File: src/sv/assert_macros.svh
// Assertion macros for the range paint table RTL.
// Needs nothing else; included by every file that carries assertions.
`ifndef ASSERT_MACROS_SVH
`define ASSERT_MACROS_SVH

// Same-cycle implication, checked at every rising edge outside reset.
`define ASSERT_IMPLY(label, clk, rst_n, ante, cons) \
    label: assert property (@(posedge clk) disable iff (!rst_n) (ante) |-> (cons)) \
        else $error("assertion failed");

// Next-cycle implication, checked at every rising edge outside reset.
`define ASSERT_NEXT(label, clk, rst_n, ante, cons) \
    label: assert property (@(posedge clk) disable iff (!rst_n) (ante) |=> (cons)) \
        else $error("assertion failed");

`endif

File: src/sv/fwrpt_pkg.sv
// Shared types and constants for the first-write range paint table.
// Used by the sequencer, the owner memory and the top level; depends on nothing.
package fwrpt_pkg;

    localparam int FIELD_W = 11;
    localparam int OP_W    = 2;

    localparam logic [OP_W-1:0] OP_PAINT = 2'd0;
    localparam logic [OP_W-1:0] OP_READ  = 2'd1;
    localparam logic [OP_W-1:0] OP_CLEAR = 2'd2;

    typedef logic [FIELD_W-1:0] field_t;

    typedef enum logic [2:0] {
        ST_CLEAR,
        ST_IDLE,
        ST_PAINT,
        ST_READ,
        ST_RESP
    } state_t;

    typedef struct packed {
        logic rd_en;
        logic wr_en;
    } mem_en_t;

endpackage

File: src/sv/fwrpt_seq.sv
// Sequencer: walks one table position per cycle with a shared incrementer and compare.
// Depends on fwrpt_pkg and assert_macros.svh; drives the owner memory ports.
`include "assert_macros.svh"

module fwrpt_seq
    import fwrpt_pkg::*;
#(
    parameter int TABLE_SIZE = 1024,
    parameter int AW         = 10
)
(
    input  logic            clk,
    input  logic            rst_n,
    input  logic            in_valid,
    output logic            in_ready,
    input  logic [OP_W-1:0] op,
    input  logic            paint_ok,
    input  logic            read_ok,
    input  logic [AW-1:0]   first_addr,
    input  logic [AW-1:0]   last_addr,
    input  logic [AW-1:0]   read_addr,
    input  field_t          owner_value,
    input  logic            out_free,
    output logic            resp_load,
    output logic            resp_zero,
    output mem_en_t         mem_en,
    output logic [AW-1:0]   wr_addr,
    output field_t          wr_data,
    output logic [AW-1:0]   rd_addr,
    input  field_t          rd_data
);

    localparam logic [AW-1:0] LAST_ENTRY = AW'(TABLE_SIZE - 1);

    state_t        state_reg, state_next;
    logic [AW-1:0] ptr_reg, ptr_next;
    logic [AW-1:0] last_reg, last_next;
    field_t        value_reg, value_next;
    logic          zero_reg, zero_next;
    logic          chk_valid_reg, chk_valid_next;
    logic [AW-1:0] chk_addr_reg, chk_addr_next;

    logic [AW-1:0] limit;
    logic          walk_done;

    // The one compare that ends both the clearing sweep and the paint walk.
    assign limit     = (state_reg == ST_CLEAR) ? LAST_ENTRY : last_reg;
    assign walk_done = (ptr_reg == limit);

    always_comb
    begin
        state_next = state_reg;
        case (state_reg)
            ST_IDLE:
            begin
                if (in_valid)
                begin
                    case (op)
                        OP_PAINT: state_next = paint_ok ? ST_PAINT : ST_IDLE;
                        OP_READ:  state_next = read_ok ? ST_READ : ST_RESP;
                        OP_CLEAR: state_next = ST_CLEAR;
                        default:  state_next = ST_IDLE;
                    endcase
                end
            end
            ST_CLEAR: state_next = walk_done ? ST_IDLE : ST_CLEAR;
            ST_PAINT: state_next = walk_done ? ST_IDLE : ST_PAINT;
            ST_READ:  state_next = ST_RESP;
            ST_RESP:  state_next = out_free ? ST_IDLE : ST_RESP;
            default:  state_next = ST_IDLE;
        endcase
    end

    always_comb
    begin
        ptr_next       = ptr_reg;
        last_next      = last_reg;
        value_next     = value_reg;
        zero_next      = zero_reg;
        chk_valid_next = (state_reg == ST_PAINT);
        chk_addr_next  = ptr_reg;
        case (state_reg)
            ST_IDLE:
            begin
                if (in_valid)
                begin
                    last_next  = last_addr;
                    value_next = owner_value;
                    zero_next  = !read_ok;
                    case (op)
                        OP_PAINT: ptr_next = first_addr;
                        OP_READ:  ptr_next = read_addr;
                        default:  ptr_next = '0;
                    endcase
                end
            end
            ST_CLEAR: ptr_next = ptr_reg + 1'b1;
            ST_PAINT: ptr_next = ptr_reg + 1'b1;
            default:  ptr_next = ptr_reg;
        endcase
    end

    always_comb
    begin
        in_ready      = (state_reg == ST_IDLE);
        mem_en.rd_en  = (state_reg == ST_PAINT) || (state_reg == ST_READ);
        rd_addr       = ptr_reg;
        if (state_reg == ST_CLEAR)
        begin
            mem_en.wr_en = 1'b1;
            wr_addr      = ptr_reg;
            wr_data      = '0;
        end
        else
        begin
            mem_en.wr_en = chk_valid_reg && (rd_data == '0);
            wr_addr      = chk_addr_reg;
            wr_data      = value_reg;
        end
        resp_load = (state_reg == ST_RESP) && out_free;
        resp_zero = zero_reg;
    end

    always_ff @(posedge clk or negedge rst_n)
    begin
        if (!rst_n)
        begin
            state_reg     <= ST_CLEAR;
            ptr_reg       <= '0;
            chk_valid_reg <= 1'b0;
        end
        else
        begin
            state_reg     <= state_next;
            ptr_reg       <= ptr_next;
            chk_valid_reg <= chk_valid_next;
        end
    end

    always_ff @(posedge clk)
    begin
        last_reg     <= last_next;
        value_reg    <= value_next;
        zero_reg     <= zero_next;
        chk_addr_reg <= chk_addr_next;
    end

    `ASSERT_IMPLY(a_rmw_addr_apart, clk, rst_n, mem_en.wr_en && mem_en.rd_en, wr_addr != rd_addr)
    `ASSERT_IMPLY(a_paint_in_range, clk, rst_n, state_reg == ST_PAINT, ptr_reg <= last_reg)
    `ASSERT_NEXT(a_paint_drain, clk, rst_n, state_reg == ST_PAINT && walk_done, state_reg == ST_IDLE && chk_valid_reg)
    `ASSERT_IMPLY(a_check_after_paint, clk, rst_n, chk_valid_reg, $past(state_reg) == ST_PAINT)

endmodule

File: config.mk
export PLATFORM = sky130hd
export DESIGN_NAME = fwrpt_seq
export DESIGN_NICKNAME = d
export VERILOG_FILES = /design/src/sv/fwrpt_pkg.sv /design/src/sv/fwrpt_seq.sv
export VERILOG_INCLUDE_DIRS = /design/src /design/src/sv
export SDC_FILE = /design/constraint.sdc
export NUM_CORES = 1
export LEC_CHECK = 0
export ABC_AREA = 1
export BUFFER_PORTS_ARGS = -buffer_cell sky130_fd_sc_hd__buf_4
export CORE_MARGIN = 4
export CORE_UTILIZATION = 40
export DETAILED_ROUTE_END_ITERATION = 6
export HOLD_SLACK_MARGIN = 0.06
export PLACE_DENSITY = 0.71
export RECOVER_POWER = 50
export SETUP_SLACK_MARGIN = 0.1
export SLEW_MARGIN = 20
export SYNTH_ARGS = -nofsm -noshare
export SYNTH_HDL_FRONTEND = slang
export SYNTH_SLANG_ARGS = --single-unit
File: constraint.sdc
create_clock -name clk -period 3.6 [get_ports clk]
set_input_delay 0 -clock clk [delete_from_list [all_inputs] [get_ports clk]]
set_output_delay 0 -clock clk [all_outputs]
set_load 0.1 [all_outputs]
==> out/results.txt <==
outcome = complete, no violations
clk sink count = 46
first-pass GRT wire length = 10.2 mm
FF+latch count, synth = 46
main combinational cell family by area after synthesis = simple AND/OR/NAND/NOR gates
final setup fails = 0
Peak Freq = 525 MHz
Synth Area in Simple Gates = 26.2%
Horiz. Die Dim = 85.1 um
Seq/Total Area, Yosys = 51.0%
area grow syn2layout = 43.1%
fin nets = 466
RSZ-0062 raised after global routing = false
Starting Density = 42.1%
DR WL met2 = 3.14 mm
clk_lat worst skew = 300 ps
routed length on met3 = 401 um
DRT met1 WL = 2.44 mm
Placed Area = 3120 um^2
initial antenna violation count = 0
Post-Route WL = 6.05 mm
Core Area = 5640 um^2
cell count after synthesis = 290
Hold Crit Class = in2reg
# DRC = 0
largest net degree at the start of global routing = 42
htree depth = 2
Fin. Hold Viols = 0
Reg area = 1210 um^2
Vias = 2333
Placer Congestion = 0.808
number of diodes = 0
Post-CTS Setup Bufs = 0
critical path endpoint category = output port
Final ANT Viol Nets = 0
R2R depth = 8
CP Max Fanout = 41
reg-to-reg setup timing slack = 1730 ps
IO Pins = 96
layout cell share with drive strength beyond 1 = 24.9%
fillcell total = 526
worst r2r src = state_reg[0]
Die Y = 85.1 um
Final min period = 1900 ps
Site Rows = 27
footprint of the multi-input gates = 932 um^2
CTS Buf Count = 5
Synth Area in XOR/XNOR = 2.95%
initial drt markers = 106
synth warn = 0
reg-to-reg endpoint = rd_addr[4]
WP data arrival = 1900 ps
TritonCTS clock tree = yes
period utilization = 52.9%
maximum root-to-sink buffer count = 2
startpoint class of the critical path = flip-flop
Clock Root Buffer = clkbuf_8
Syn Std Cell Area = 2380 um^2
max reg flops = 11
Post-Route Utilization = 60.3%
worst path cell trace = inv_2 > nand2_4 > inv_1 > nor2_1 > buf_4
Buffers & Inverters on Critical Path = 3
Slew headroom = 21.8%
Compound-Gate Fraction of Synth Area = 9.69%
Crit path required time = 3600 ps
Total Routing Usage GR = 17.1%
final instance area = 3400 um^2
Net Count, Synth = 351
mux cell area share after synthesis = 0%
die area = 7240 um^2
vias per std cell = 4.88
fin. max-slew vios = 0
routed len/inst = 12.7 um
PortBufs = 95
cell count along the critical path = 5
Worst Max-Slew Pin Slew = 1180 ps
drt pass-1 iters = 6
GRT Residual Overflow = 0
adder-cell share of the synthesized area = 0.527%
syn_area_per_cell = 8.19 um^2
final setup skew = 6.14 ps
number of max-cap violations = 0
Reg clk slew, reported paths = 80 ps
TNS Setup = 0 ps
Netlist cell types = 30
Detail Placement HPWL = 4.65 mm
CP top delay family = buffers and inverters
hold slack = 73.1 ps
Top Layer Used = met4
CP peak stage delay = 470 ps
Crit Path Class = reg2out
crit path to = wr_data[5]
CP startpoint = state_reg[2]
slowest library cell on the worst path = dfrtp_1
vias in the first global route = 2291
-- cell type report --
type	instances	share of cell area [%]
clock buffer	8	2.65
timing repair buffer	119	26.7
tap	72	2.65
multi-input combinational	188	27.4
inverter	45	4.97
sequential	46	35.6
-- placed cells by master (no fill, tap or decap), types with 3 or more instances in the layout --
master | Yosys | final
buf_4 | 1 | 61
nand2_1 | 54 | 54
nand3_1 | 40 | 40
inv_1 | 39 | 39
nor2_1 | 26 | 27
dlygate4sd3_1 | 0 | 24
clkbuf_4 | 0 | 22
edfxtp_1 | 22 | 22
o21ai_1 | 15 | 15
dfrtp_1 | 14 | 14
clkbuf_1 | 7 | 14
o21ai_0 | 13 | 13
dfxtp_1 | 10 | 10
xor2_1 | 8 | 8
inv_2 | 6 | 6
a21oi_1 | 6 | 6
clkbuf_8 | 0 | 6
a31oi_1 | 5 | 5
nor4_1 | 4 | 4
nor3_1 | 3 | 3
-- layer usage --
layer  up-vias  global-route usage, %
met2        75                   30.7
met3        10                   3.69
met1      1066                   20.6
met5         -                      0
met4         0                   4.32
li1       1182                      -
-- cell usage after synthesis --
cell type | n | area, um^2
nor2_4 | 2 | 22.5
nand2_4 | 2 | 22.5
nand4_1 | 1 | 6.26
a31oi_1 | 5 | 31.3
buf_2 | 1 | 5.00
dfrtp_1 | 14 | 350
nor3b_1 | 1 | 7.51
nor3_2 | 1 | 10.0
o211ai_1 | 2 | 15.0
o22ai_1 | 1 | 6.26
a211oi_1 | 1 | 7.51
buf_6 | 2 | 22.5
nor2_2 | 1 | 6.26
inv_2 | 6 | 22.5
inv_1 | 39 | 146
nor2_1 | 26 | 97.6
nand3_1 | 40 | 200
clkbuf_1 | 7 | 26.3
nor3_1 | 3 | 15.0
xor2_1 | 8 | 70.1
ha_1 | 1 | 12.5
buf_4 | 1 | 7.51
o21ai_1 | 15 | 75.1
a21oi_1 | 6 | 30.0
edfxtp_1 | 22 | 661
o21ai_0 | 13 | 65.1
nor4_1 | 4 | 25.0
nand2_2 | 1 | 6.26
nand2_1 | 54 | 203
dfxtp_1 | 10 | 200
-- how the worst min path moves through the flow --
stage,from,to,slack [ps],depth (start not counted)
final,out_free,state_reg[2],70,4
after global routing,out_free,state_reg[2],130,4
after CTS,out_free,state_reg[2],60,4
after detailed placement,rst_n,rd_addr[6],-140,1
after global placement,rst_n,rd_addr[6],-140,1
after floorplan,rst_n,chk_valid_reg,-300,0
-- worst register-to-register path, delay by kind of cell (launching register included) --
family                 cells  cell delay, ps
flip-flops                 1             420
AND/OR/NAND/NOR            3             410
AO/OA/AOI/OAI              2             230
buffers and inverters      3             730
-- metrics by stage --
step / instances / setup WS (ps)
global placement: 446 / 1870
detailed placement: 446 / 1750
global route: 478 / 1500
floorplan: 290 / 248
CTS: 478 / 1670
finish: 478 / 1700
-- cell families after synthesis --
| kind of cell | count (synthesis) |
|---|---|
| compound gates | 43 |
| xor+xnor | 8 |
| fa+ha+maj | 1 |
| buf+inv | 56 |
| flops | 46 |
| simple gates | 136 |
-- repair_timing --
item / CTS / global route
endpoints found under the hold margin: 38 / 0
hold buffers: 24 / 0
gates resized for setup: 0 / 0
setup endpoints to repair: 0 / 0
Power is left out: the tool's default activity adds up to more than one toggle a clock period on the data nets, which glitch-free logic cannot reach.
